### src/hdl/assert_macros.svh
// Assertion macros shared by the hash table RTL.
// Depends on: i_clk and i_rst_n in the including module.
`ifndef ASSERT_MACROS_SVH
`define ASSERT_MACROS_SVH

// Property must hold on every clock edge outside reset.
`define RHHT_ASSERT(label, prop, msg) \
    label: assert property (@(posedge i_clk) disable iff (!i_rst_n) (prop)) else $error(msg);

// Condition must never be seen outside reset.
`define RHHT_NEVER(label, cond, msg) \
    label: assert property (@(posedge i_clk) disable iff (!i_rst_n) !(cond)) else $error(msg);

`endif

### src/hdl/rhht_pkg.sv
// Shared constants and types of the hash table.
// Depends on nothing; rhht_hash, rhht_front, rhht_engine and the top refer to it by scoped names.
`default_nettype none

package rhht_pkg;

    localparam int TABLE_BITS  = 12;
    localparam int HANDLE_BITS = 16;
    localparam int TABLE_SIZE  = 1 << TABLE_BITS;
    // stored handle width: masked to HANDLE_BITS, ports carry at most 16
    localparam int H_BITS      = (HANDLE_BITS < 16) ? HANDLE_BITS : 16;
    localparam int KEY_W       = 64;
    localparam int QDEPTH      = 4;
    localparam int QPTR_W      = $clog2(QDEPTH);

    localparam logic [63:0] MIX_CONST = 64'h9E37_79B9_7F4A_7C15;

    typedef enum logic [1:0] {
        CMD_INSERT = 2'd0,
        CMD_LOOKUP = 2'd1,
        CMD_CLEAR  = 2'd2,
        CMD_NOP    = 2'd3
    } t_cmd;

    typedef enum logic [1:0] {
        ST_CLEAR = 2'd0,
        ST_IDLE  = 2'd1,
        ST_READ  = 2'd2,
        ST_EVAL  = 2'd3
    } t_eng_state;

    typedef struct packed {
        t_cmd                  cmd;
        logic [KEY_W-1:0]      key;
        logic [H_BITS-1:0]     first;
        logic [H_BITS-1:0]     second;
        logic [TABLE_BITS-1:0] home;
    } t_item;

    typedef struct packed {
        logic [KEY_W-1:0]      key;
        logic [TABLE_BITS-1:0] home;
        logic [H_BITS-1:0]     first;
        logic [H_BITS-1:0]     second;
    } t_slot;

    typedef struct packed {
        logic        found;
        logic [15:0] first;
        logic [15:0] second;
        logic        placed;
    } t_result;

endpackage

`default_nettype wire

### src/hdl/rhht_hash.sv
// Home-slot hash: bits 32 and up of key * MIX_CONST, two pipeline stages.
// Depends on rhht_pkg.
`default_nettype none

module rhht_hash (
    input  wire logic                              i_clk,
    input  wire logic [rhht_pkg::KEY_W-1:0]        i_key,
    output logic      [rhht_pkg::TABLE_BITS-1:0]   o_home
);

    // only product bits 47:0 matter; split into 24-bit halves
    logic [23:0] w_kl, w_kh, w_cl, w_ch;
    logic [47:0] w_p0, w_p1, w_p2;
    logic [47:0] r_pp0;
    logic [23:0] r_pp1, r_pp2;
    logic [23:0] w_cross;
    logic [47:0] w_sum;
    logic [rhht_pkg::TABLE_BITS-1:0] r_home;

    assign w_kl = i_key[23:0];
    assign w_kh = i_key[47:24];
    assign w_cl = rhht_pkg::MIX_CONST[23:0];
    assign w_ch = rhht_pkg::MIX_CONST[47:24];

    assign w_p0 = w_kl * w_cl;
    assign w_p1 = w_kh * w_cl;
    assign w_p2 = w_kl * w_ch;

    always_ff @(posedge i_clk) begin
        r_pp0 <= w_p0;
        r_pp1 <= w_p1[23:0];
        r_pp2 <= w_p2[23:0];
    end

    // cross terms only reach bits 47:24
    assign w_cross = r_pp1 + r_pp2;
    assign w_sum   = r_pp0 + {w_cross, 24'd0};

    always_ff @(posedge i_clk) begin
        r_home <= w_sum[32 +: rhht_pkg::TABLE_BITS];
    end

    assign o_home = r_home;

endmodule

`default_nettype wire

### src/hdl/rhht_front.sv
// Front end: takes requests, computes the home slot, buffers in a short queue.
// Depends on rhht_pkg, rhht_hash and assert_macros.svh.
`default_nettype none
`include "assert_macros.svh"

module rhht_front (
    input  wire logic                           i_clk,
    input  wire logic                           i_rst_n,
    input  wire logic                           i_push,
    output logic                                o_full,
    input  wire rhht_pkg::t_cmd                 i_cmd,
    input  wire logic [rhht_pkg::KEY_W-1:0]     i_key,
    input  wire logic [15:0]                    i_first,
    input  wire logic [15:0]                    i_second,
    output rhht_pkg::t_item                     o_item,
    output logic                                o_item_vld,
    input  wire logic                           i_item_pop
);

    localparam int QD = rhht_pkg::QDEPTH;
    localparam int PW = rhht_pkg::QPTR_W;

    logic                               r_v1, r_v2;
    rhht_pkg::t_item                    r_it1, r_it2;
    rhht_pkg::t_item                    w_in, w_qin;
    logic [rhht_pkg::TABLE_BITS-1:0]    w_home;
    rhht_pkg::t_item                    r_q [QD];
    logic [PW-1:0]                      r_wp, r_rp;
    logic [PW:0]                        r_count;
    logic [PW+1:0]                      w_reserved;

    rhht_hash u_hash (
        .i_clk  (i_clk),
        .i_key  (i_key),
        .o_home (w_home)
    );

    always_comb begin
        w_in        = '0;
        w_in.cmd    = i_cmd;
        w_in.key    = i_key;
        w_in.first  = i_first[rhht_pkg::H_BITS-1:0];
        w_in.second = i_second[rhht_pkg::H_BITS-1:0];
    end

    always_comb begin
        w_qin      = r_it2;
        w_qin.home = w_home;
    end

    // queue slots already promised to items in the hash pipe count as used
    assign w_reserved = (PW+2)'(r_count) + (PW+2)'(r_v1) + (PW+2)'(r_v2);
    assign o_full     = (w_reserved >= (PW+2)'(QD));

    always_ff @(posedge i_clk) begin
        if (!i_rst_n) begin
            r_v1    <= 1'b0;
            r_v2    <= 1'b0;
            r_wp    <= '0;
            r_rp    <= '0;
            r_count <= '0;
        end else begin
            r_v1 <= i_push;
            r_v2 <= r_v1;
            if (r_v2) begin
                r_wp <= r_wp + 1'b1;
            end
            if (i_item_pop) begin
                r_rp <= r_rp + 1'b1;
            end
            r_count <= r_count + (PW+1)'(r_v2) - (PW+1)'(i_item_pop);
        end
    end

    always_ff @(posedge i_clk) begin
        r_it1 <= w_in;
        r_it2 <= r_it1;
        if (r_v2) begin
            r_q[r_wp] <= w_qin;
        end
    end

    assign o_item     = r_q[r_rp];
    assign o_item_vld = (r_count != '0);

    `RHHT_ASSERT(a_reserved_bound, w_reserved <= (PW+2)'(QD), "front queue overcommitted")
    `RHHT_NEVER(a_pop_empty, i_item_pop && (r_count == '0), "pop from empty front queue")

endmodule

`default_nettype wire

### config.mk
export PLATFORM = sky130hd
export DESIGN_NAME = rhht_front
export DESIGN_NICKNAME = d
export VERILOG_FILES = /design/src/hdl/rhht_pkg.sv /design/src/hdl/rhht_hash.sv /design/src/hdl/rhht_front.sv
export VERILOG_INCLUDE_DIRS = /design/src /design/src/hdl
export SDC_FILE = /design/constraint.sdc
export NUM_CORES = 1
export LEC_CHECK = 0
export BUFFER_PORTS_ARGS = -buffer_cell sky130_fd_sc_hd__buf_2
export CORE_MARGIN = 1
export CORE_UTILIZATION = 40
export DETAILED_ROUTE_END_ITERATION = 12
export GPL_ROUTABILITY_DRIVEN = 0
export PLACE_DENSITY_LB_ADDON = 0.2
export SETUP_SLACK_MARGIN = 0.4
export SLEW_MARGIN = 20
export SYNTH_ARGS = -nofsm -noshare
export SYNTH_HDL_FRONTEND = slang
export SYNTH_SLANG_ARGS = --single-unit
### constraint.sdc
create_clock -name i_clk -period 13.1 [get_ports i_clk]
set_input_delay 1.965 -clock i_clk [delete_from_list [all_inputs] [get_ports i_clk]]
set_output_delay 1.965 -clock i_clk [all_outputs]
set_load 0.02 [all_outputs]
# After elaboration in Yosys (flattened, before gate mapping)
# Memories as Yosys holds them, arrays and structs flattened. A register that Yosys moved wholly into a read port is not among the register bits.
# Cells that the tools add are included.
[totals] n_memories=1 reg_bits=301 output_inout_bits=112 ram_bits=440 input_bits=102 word_cells=35
[op_classes] magnitude_cmp=1 n_mux=4 multipliers=3 n_addsub=8 reduce_logical=1
[mem_list] memory="r_q" depth=4 width=110 read_ports=1 rd_clocked_by_memory_dff=1 write_ports=1 line="rhht_front.sv:27" rtl="rhht_pkg::t_item r_q [QD];"
[ops] cell="$mul 24x23->20 const B" count=2
[ops] cell="$add 44x44->44" count=1
[ops] cell="$mul 24x23->44 const B" count=1
[ops] cell="$add 20x20->20" count=1
[ops] cell="$add 2x1->2 const B" count=2
[ops] cell="$add 3x1->4" count=1
[ops] cell="$add 4x1->4" count=1
[ops] cell="$ge 4x3->1 const B" count=1
[ops] cell="$mux 2" count=2
[ops] cell="$add 3x1->3" count=1
[ops] cell="$reduce_bool 3->1" count=1
[ops] cell="$sub 3x1->3" count=1
[ops] cell="$mux 1" count=2

# Depth between registers and ports, before layout
# Gate-level depths: netlist of run 1.
[depth] depth_word=3 depth_mapped=23 mapped_depth_nobuf=23

# Cells and area by module
# A second synthesis of run 1 with hierarchy kept.
[unflattened] cells_unflattened=2542 hier_area_um2=38085.3
[by_module_without_submodules] mod="rhht_front" seq_area_each_um2=17356.6 cells_each=822 n_inst=1 area_per_inst_um2=20332.0
[by_module_without_submodules] mod="rhht_hash" seq_area_each_um2=1441.4 cells_each=1720 n_inst=1 area_per_inst_um2=17753.3

# Worst setup path before layout of run 1
# No wires, ideal clock.
[synth_timing] kind="input-to-reg" start="in i_key[8] in the netlist's numbering" end="reg u_hash.r_pp0[43]" n_path_buf=0 stages=21 arrival_time_ns=7.238 required_ns=12.979 path_slack_ns=5.741 setup_ns=0.121 cell_sequence="fa_1 -> inv_1 -> fa_1 -> inv_1 -> fa_1 -> fa_1 -> fa_1 -> fa_1 -> inv_1 -> fa_1 -> inv_1 -> ha_1 -> nand4_1 -> o22ai_1 -> nor2_1 -> o21ai_0 -> o311ai_2 -> and2_1 -> o211ai_2 -> a21oi_2 -> xnor2_1"
[synth_via] elab_chain_cells=1
[synth_rtl] item="start, declared" line="rhht_front.sv:12" rtl="input wire logic [rhht_pkg::KEY_W-1:0] i_key,"
[synth_rtl] item="$mul 24x23->44" line="rhht_hash.sv:25" rtl="assign w_p0 = w_kl * w_cl;"
[synth_rtl] item="named net u_hash.w_p0[43]" line="rhht_hash.sv:13" rtl="logic [47:0] w_p0, w_p1, w_p2;"
[synth_rtl] item="end signal, assigned" line="rhht_hash.sv:30" rtl="r_pp0 <= w_p0;"
[synth_rtl] item="end, declared" line="rhht_hash.sv:14" rtl="logic [47:0] r_pp0;"
# The timed path passes the listed nets, and every way through them passes these cells.
# A chain may end at the register's enable or synchronous reset.

# Final worst setup path of run 1
[layout_timing] start="in i_key[4] in the netlist's numbering" end="reg u_hash.r_pp0[25]"
# Same word-level chain as after synthesis.

==> impl_metrics.ini, run 1 <==
[setup_path]
path_cells = buf_2, inv_1, fa_1, inv_1, fa_1, ha_1, inv_1, fa_1, inv_1, fa_1, fa_1, fa_1, ha_1, o21a_1, o2111ai_1, a21o_1, a21boi_0, o21a_1, o21bai_1, nand2_1, o311ai_0
path_common_cell = fa_1
cp-startpoint = i_key[4]
cp-end-kind = flop
cp_data_arrival_time_ns = 8.13
cp_max_fo = 14
max_stage_delay_ns = 0.63
r2r_start = u_hash.r_pp1[0]
cp.required_ns = 13.53
start_kind = input port
criticalPathCategory = in -> reg
cp_slowest_cell = o311ai_0

[logic_synthesis]
ys_top_cells_by_count = 441 x inv_1, 440 x edfxtp_1, 439 x ha_1
synth_top_cell_area_share_pct = 34.9
synthTopCellsByArea = edfxtp_1 35%, fa_1 16%, dfxtp_1 15%
ys_warn_count = 0
yosysMostFrequentCell = inv_1
syn_nets = 3347
synth-edff-count = 440
synthCells = 2495
synth_cell_types = 62
synth_seq_cells = 716
synth-seq-area-share_pct = 49.5
syn_area_sq_um = 37800
syn_avg_cell_area_sq_um = 15.2
synth_ff_type = edfxtp_1
synth_top_area_cell = edfxtp_1
synth_async_sr_flop_share_pct = 0

[timing]
fin_setup_tns_ns = 0
period_share_pct = 58.8
tightest_slew_ns = 1.05
max_freq_mhz = 130
period_needed_ns = 7.71
setup_viol = 0
rsz0062_at_grt = no
report.final.slew_viol_count = 0
slew_headroom_pct = 30.1
finalHoldViolations = 0
fin_worst_skew_ns = 0.0342

[clock_network]
cts_sinks = 716
clock_latency_ns = 0.62
cts_setup_buffers = 0
hold_buffers = 0
cts_inserted_buffers = 72
tritoncts = built
clk_path_buf_depth = 3
htreeDepth = 3
ctsResizeCount = 0
clkTransAtPathRegs_ns = 0.06
root_buffer = clkbuf_16

[floorplanning]
rows = 112
fp.dieW_um = 310
pin_count = 214
die_area_sq_um = 95800
start_util_pct = 40.5
core_area_sq_um = 93500
die_h_um = 310

[cells_and_area]
fin_util_pct = 46.0
area_growth_pct = 13.5
drive_gt1_share_pct = 17.4
layout.nets = 3623

[global_route]
grt.overflow.total = 0
grt.total_usage_pct = 17.5
grt_pass1_vias = 21200
grt_pass1_wl_um = 125000
antenna_found_initial = 7
grt_max_degree = 62

[hold_path]
holdCritPathClass = reg -> reg
min_from = r_it1[12]

[route]
ant_nets = 0
totalWireLength_um = 81900
drcViolationCount = 0
vias_per_cell = 4.81
wl_per_cell_um = 20.1
first_pass_iters = 5
drtIter0Drc = 963
vias = 19600

[run_status]
status = completed

[flow_run]
maxCapViolations = 0

[place]
portBuffers = 213
hpwl_um = 60500
==> per-stage QoR <==
stage | cells | cell area [sq um] | hold WS, ns | setup slack [ns]
after global placement | 3950 | 40500 | 0.311 | 4.79
final | 4085 | 42900 | 0.323 | 5.39
after CTS | 4083 | 42900 | 0.325 | 5.38
after detailed placement | 3950 | 40500 | 0.312 | 4.71
after global routing | 4085 | 42900 | 0.326 | 5.03
after floorplan | 2495 | 37800 | 0.310 | 5.74
==> path summary, 6_finish.rpt <==
path                                          end  slack [ns]  depth (start not counted)
worst min-delay path                    r_it2[12]        0.32                          0
worst min register to register          r_it2[12]        0.32                          0
worst max-delay path             u_hash.r_pp0[25]        5.39                         21
worst max register to register  u_hash.o_home[11]        8.17                         17
==> kinds of logic after synthesis <==
logic type / share of synthesized area, %
AO/OA/AOI/OAI: 3.48
XOR/XNOR: 2.84
adder cells (fa/ha/maj): 31.0
buffers and inverters: 4.61
flip-flops: 49.5
multiplexers: 6.57
AND/OR/NAND/NOR: 1.98
==> state kept, by name (all words and copies together), names as in the netlist, named ones only <==
name and cells:
r_q 440, u_hash.r_pp1 20, r_v1 1, r_it2 98, r_v2 1, r_it1 94, u_hash.o_home 12, u_hash.r_pp0 22
r_count 3, u_hash.r_pp2 19, r_rp 2, r_wp 2
==> metal layers <==
metal / vias up / track usage (%) / wire length (um)
met4: 0 / 6.38 / 2620
met1: 9925 / 24.0 / 37500
li1: 9175 / - / -
met5: - / 0 / 0
met2: 416 / 27.8 / 37700
met3: 114 / 3.03 / 4110
==> layout by cell type, fill, tap and decap left out, types with 7 or more instances in the layout <==
master and count:
inv_1 441, edfxtp_1 440, ha_1 439, fa_1 311, dfxtp_1 274, buf_2 213, mux4_2 110, xnor2_1 87
clkbuf_16 73, a21oi_1 58, nor2_1 42, xor2_1 33, nand2_1 27, a21o_1 22, o21ai_0 20, nand3_1 14
and2_1 14, nor3_1 12, o21a_1 12, buf_4 12, clkinv_2 10, nor2b_1 8, and3_1 8, clkbuf_1 8
clkinv_1 8, a211oi_1 7
==> worst max-delay path: cells and delay by family <==
kind	cells	cell delay, ns
AO/OA/AOI/OAI	7	1.80
adder cells (fa/ha/maj)	8	3.43
buffers and inverters	5	0.79
AND/OR/NAND/NOR	1	0.12
==> cell type report <==
type                            instances  area (sq um)
Multi-Input combinational cell       1314         17400
Tap cell                             1254          1570
Clock inverter                         41           472
Fill cell                            8298         50500
Timing Repair Buffer                  226          1180
Antenna cell                            1          2.50
Inverter                              441          1660
Sequential cell                       716         18700
Clock buffer                           92          1970
Power of run 1 is not shown: default switching activity piles up to over one toggle a cycle in this logic, so the estimate is an artifact.
==> run 2, diff against run 1 <==
==> constraint.sdc (replaced) <==
create_clock -name i_clk -period 8 [get_ports i_clk]
set_input_delay 1.2 -clock i_clk [delete_from_list [all_inputs] [get_ports i_clk]]
set_output_delay 1.2 -clock i_clk [all_outputs]
set_load 0.02 [all_outputs]
==> run 2 against run 1 <==
Compared with the run above:
- setup slack got worse by 4.1 ns
- critical path depth fell by 2
- register-to-register slack got worse by 5.0 ns
- design area rose by 0.19%
- count of clock-buffer cells in the layout rose by 10
- flip-flop and latch count did not move
- sequential share of layout area fell by 0.084 points
- first-iteration DRC count fell by 2.3%
- final cell count rose by 0.39%
- global-route usage rose by 0.54 points
- via count rose by 0.65%
- die area did not move
- critical path type unchanged
- critical endpoint is now u_hash.r_pp0[34]
- highest routed layer is now met5
==> impl_metrics.ini, run 2 (synthesis results as in run 1) <==
[clock_network]
root_buffer = clkbuf_16
cts_inserted_buffers = 74
cts_sinks = 716
clkTransAtPathRegs_ns = 0.05
hold_buffers = 0
htreeDepth = 3
clk_path_buf_depth = 3
cts_setup_buffers = 0
ctsResizeCount = 0
tritoncts = built
clock_latency_ns = 0.63

[global_route]
gr-max-usage-layer = met2
grt_pass1_wl_um = 128000
grt_max_degree = 80
grt.overflow.total = 0
grt.total_usage_pct = 18.1
grt_use_met2_pct = 29.5
grtUsageMet1_pct = 23.8
antenna_found_initial = 10
grt_pass1_vias = 21500
grt_use_met3_pct = 3.61

[setup_path]
cp.required_ns = 8.51
criticalPathCategory = in -> reg
cp_max_fo = 7
cp_data_arrival_time_ns = 7.17
start_kind = input port
cp-end-kind = flop

[hold_path]
holdCritPathClass = reg -> reg

[floorplanning]
start_util_pct = 40.5
pin_count = 214
fp.dieW_um = 310
die_h_um = 310
core_area_sq_um = 93500
die_area_sq_um = 95800
rows = 112

[timing]
setup_viol = 0
report.final.slew_viol_count = 0
rsz0062_at_grt = no
finalHoldViolations = 0
slew_headroom_pct = 35.2
fin_worst_skew_ns = 0.0318
layout_setup_ws_ns = 1.34
period_needed_ns = 6.66
max_freq_mhz = 150
fin_setup_tns_ns = 0
tightest_slew_ns = 0.972
period_share_pct = 83.3

[place]
dpl.cell_count = 3962
hpwl_um = 63500
dpl-instance-area_sq_um = 40600
portBuffers = 213
place_ws_ns = 0.735

[cells_and_area]
final_common_cell = inv_1
layout.nets = 3636
fin_cells = 4101
drive_gt1_share_pct = 17.6
largest_register_ffs = 440
largest_registers = r_q: 440 flops, r_it2: 98 flops, r_it1: 94 flops
finalInstanceArea_sq_um = 43000
layout_common_cells = 441 x inv_1, 440 x edfxtp_1, 439 x ha_1
top_register = r_q
area_growth_pct = 13.7

[route]
wl_per_cell_um = 20.7
first_pass_iters = 5
vias_per_cell = 4.82
vias = 19800
drcViolationCount = 0
totalWireLength_um = 84900
drtIter0Drc = 941
ant_nets = 0

[run_status]
status = completed

[flow_run]
maxCapViolations = 0
==> run 2: changes by cell type in the layout (fill, tap and decap cells not counted), moves of 3 or more <==
cell / previous run / this run
clkbuf_16: 73 / 79
clkbuf_1: 8 / 18
bufinv_16: 6 / 3
buf_4: 12 / 23
clkbuf_4: 3 / 0
==> run 2: path summary, 6_finish.rpt <==
kind	start	end	slack (ns)	cells after the start
max reg2reg	u_hash.r_pp1[0]	u_hash.o_home[11]	3.19	17
min reg2reg	r_it1[21]	r_it2[21]	0.32	0
max	i_key[13]	u_hash.r_pp0[34]	1.34	19
min	r_it1[21]	r_it2[21]	0.32	0
==> run 2: worst max-delay path, cell delays in order <==
cell	delay, ns
buf_2	0.23
inv_1	0.10
fa_1	0.58
fa_1	0.52
fa_1	0.54
inv_1	0.05
fa_1	0.55
fa_1	0.43
fa_1	0.49
inv_1	0.05
fa_1	0.48
inv_1	0.05
ha_1	0.33
nand3_1	0.15
o21ai_0	0.54
o31ai_2	0.25
o21bai_4	0.26
a31oi_4	0.12
a221oi_2	0.25
==> run 2: through the flow <==
stage	util [%]	hold slack, ns
detailed placement	43.4	0.312
finish	46.0	0.322
floorplan	-	0.310
CTS	46.0	0.324
global route	46.0	0.328
global placement	43.4	0.311
==> run 2: metal layers <==
metal	wire length (um)	vias up
met2	40400	418
met4	2410	10
li1	-	9199
met5	64	-
met3	4680	128
met1	37300	10000
==> run 2: area by class of cell <==
| type | count | area (sq um) |
|---|---|---|
| Clock buffer | 102 | 2110 |
| Multi-Input combinational cell | 1314 | 17400 |
| Tap cell | 1254 | 1570 |
| Clock inverter | 36 | 330 |
| Inverter | 441 | 1660 |
| Fill cell | 8268 | 50400 |
| Antenna cell | 1 | 2.50 |
| Sequential cell | 716 | 18700 |
| Timing Repair Buffer | 237 | 1260 |
Power of run 2 is left out for the same reason.
==> run 3, diff against run 2 <==
--- a/config.mk
+++ b/config.mk
@@ -6,6 +6,7 @@
 export SDC_FILE = /design/constraint.sdc
 export NUM_CORES = 1
 export LEC_CHECK = 0
+export ABC_AREA = 1
 export BUFFER_PORTS_ARGS = -buffer_cell sky130_fd_sc_hd__buf_2
 export CORE_MARGIN = 1
 export CORE_UTILIZATION = 40
==> constraint.sdc (replaced) <==
create_clock -name i_clk -period 6.75 [get_ports i_clk]
set_input_delay 1.0125 -clock i_clk [delete_from_list [all_inputs] [get_ports i_clk]]
set_output_delay 1.0125 -clock i_clk [all_outputs]
set_load 0.02 [all_outputs]
==> run 3 against run 2 <==
Compared with the run above:
- largest cell class is now multi-input combinational cells
- flip-flop and latch count did not move
- critical endpoint is now u_hash.r_pp2[15]
- wire length rose by 19%
- synthesized cell count rose by 51%
==> impl_metrics.ini, run 3 <==
[run_status]
status = completed

[clock_network]
root_buffer = clkbuf_16
htreeDepth = 3
ctsResizeCount = 0
clk_path_buf_depth = 3
hold_buffers = 0
cts_inserted_buffers = 75
clock_latency_ns = 0.61
clkTransAtPathRegs_ns = 0.06
cts_setup_buffers = 0
cts_sinks = 716
tritoncts = built

[place]
portBuffers = 213
hpwl_um = 74600
dpl-instance-area_sq_um = 43700

[route]
wl_per_cell_um = 18.5
drtIter0Drc = 1496
wl_met2_um = 46600
totalWireLength_um = 101000
drcViolationCount = 0
vias_per_cell = 4.87
vias = 26500
first_pass_iters = 5
wl_met1_um = 46800
wl_met3_um = 4300
ant_nets = 0
top_layer = met5

[floorplanning]
die_area_sq_um = 103000
start_util_pct = 40.6
fp.dieW_um = 322
rows = 116
core_area_sq_um = 101000
pin_count = 214
die_h_um = 322

[cells_and_area]
drive_gt1_share_pct = 10.5
final_common_cell = inv_1
layout.nets = 4874
area_growth_pct = 13.2
fillCellCount = 9459
finalInstanceArea_sq_um = 46200
top_register = r_q
largest_register_ffs = 440
multi_input_area_sq_um = 19500
layout_common_cells = 585 x inv_1, 465 x nand2_1, 440 x edfxtp_1
seq_area_sq_um = 18700
largest_registers = r_q: 440 flops, r_it2: 98 flops, r_it1: 94 flops

[timing]
period_needed_ns = 6.08
hold_ws_ns = 0.325
fin_worst_skew_ns = 0.0196
fin_setup_tns_ns = 0
slew_headroom_pct = 30.5
rsz0062_at_grt = no
setup_viol = 0
report.final.slew_viol_count = 0
tightest_slew_ns = 1.04
period_share_pct = 90.1
max_freq_mhz = 164
finalHoldViolations = 0

[setup_path]
cp_data_arrival_time_ns = 6.60
cp-end-kind = flop
cp.required_ns = 7.26
cp_max_fo = 6
criticalPathCategory = in -> reg
start_kind = input port

[global_route]
grt_pass1_wl_um = 153000
grt.total_usage_pct = 19.5
grt.overflow.total = 0
grt_pass1_vias = 26300
antenna_found_initial = 5
grt_max_degree = 130

[flow_run]
maxCapViolations = 0

[logic_synthesis]
ys_top_cells_by_count = 590 x inv_1, 465 x nand2_1, 440 x edfxtp_1
synth_cell_types = 47
yosysMostFrequentCell = inv_1
synth_top_area_cell = edfxtp_1
synthCells = 3758
syn_avg_cell_area_sq_um = 10.9
synth_ff_type = edfxtp_1
synth-seq-area-share_pct = 45.9
synth_async_sr_flop_share_pct = 0
syn_nets = 4610
syn_area_sq_um = 40800
synthTopCellsByArea = edfxtp_1 32%, fa_1 15%, dfxtp_1 14%
ys_warn_count = 0
synth_top_cell_area_share_pct = 32.4
synth_seq_cells = 716
synth-edff-count = 440

[hold_path]
holdCritPathClass = reg -> reg
run 3: changes by cell type after synthesis, sizes merged, moves of 29 or more:
cell    delta
a21oi     +58
clkbuf    +36
inv      +154
mux4     -110
nand2    +446
nand3     +81
nor2     +315
o21ai    +262
o22ai    +108
xnor2     -67
xor2      +29
run 3: cell families after synthesis:
logic type,synth area share [%]
and+or+nand+nor,9.77
adders and majority gates,28.7
xor gates and xnor gates,1.76
buffers and inverters,6.24
AOI/OAI and AO/OA,7.65
DFF,45.9
run 3: worst paths after layout:
path	from	end	slack, ns	depth (start not counted)
setup / recovery	i_key[8]	u_hash.r_pp2[15]	0.67	20
hold / removal	r_it1[23]	r_it2[23]	0.32	0
setup reg to reg	u_hash.r_pp1[0]	u_hash.o_home[11]	3.35	21
hold reg to reg	r_it1[23]	r_it2[23]	0.32	0
run 3: cell type report:
class | instances | area share, %
timing repair buffer | 260 | 3.07
multi-input combinational | 2374 | 42.3
tap | 1357 | 3.67
sequential | 716 | 40.5
clock inverter | 31 | 0.798
clock buffer | 108 | 4.75
antenna | 2 | 0.0108
inverter | 595 | 4.87
run 3: stage by stage:
stage	util (%)	worst slack, ns	cells
after global routing	46.0	0.496	5441
after CTS	46.0	0.780	5441
after floorplan	-	0.862	3758
final	46.0	0.666	5443
after global placement	43.4	0.147	5302
after detailed placement	43.4	0.135	5302
run 3: routing by layer:
layer | global-route usage (%) | vias up
li1 | - | 13000
met1 | 26.9 | 12800
met2 | 31.6 | 544
met3 | 2.35 | 133
met4 | 6.73 | 4
met5 | 0 | -
run 3: worst max-delay path, stage by stage:
cell	delay, ns
buf_2	0.23
inv_1	0.15
fa_1	0.59
inv_1	0.10
fa_1	0.44
fa_1	0.45
fa_1	0.54
inv_1	0.05
fa_1	0.48
fa_1	0.49
inv_1	0.05
fa_1	0.44
ha_1	0.37
nand2_1	0.16
inv_1	0.05
a21boi_0	0.39
nand3_1	0.21
nand3_1	0.11
nand2_1	0.06
xor2_1	0.22
Power of run 3 is left out for the same reason.
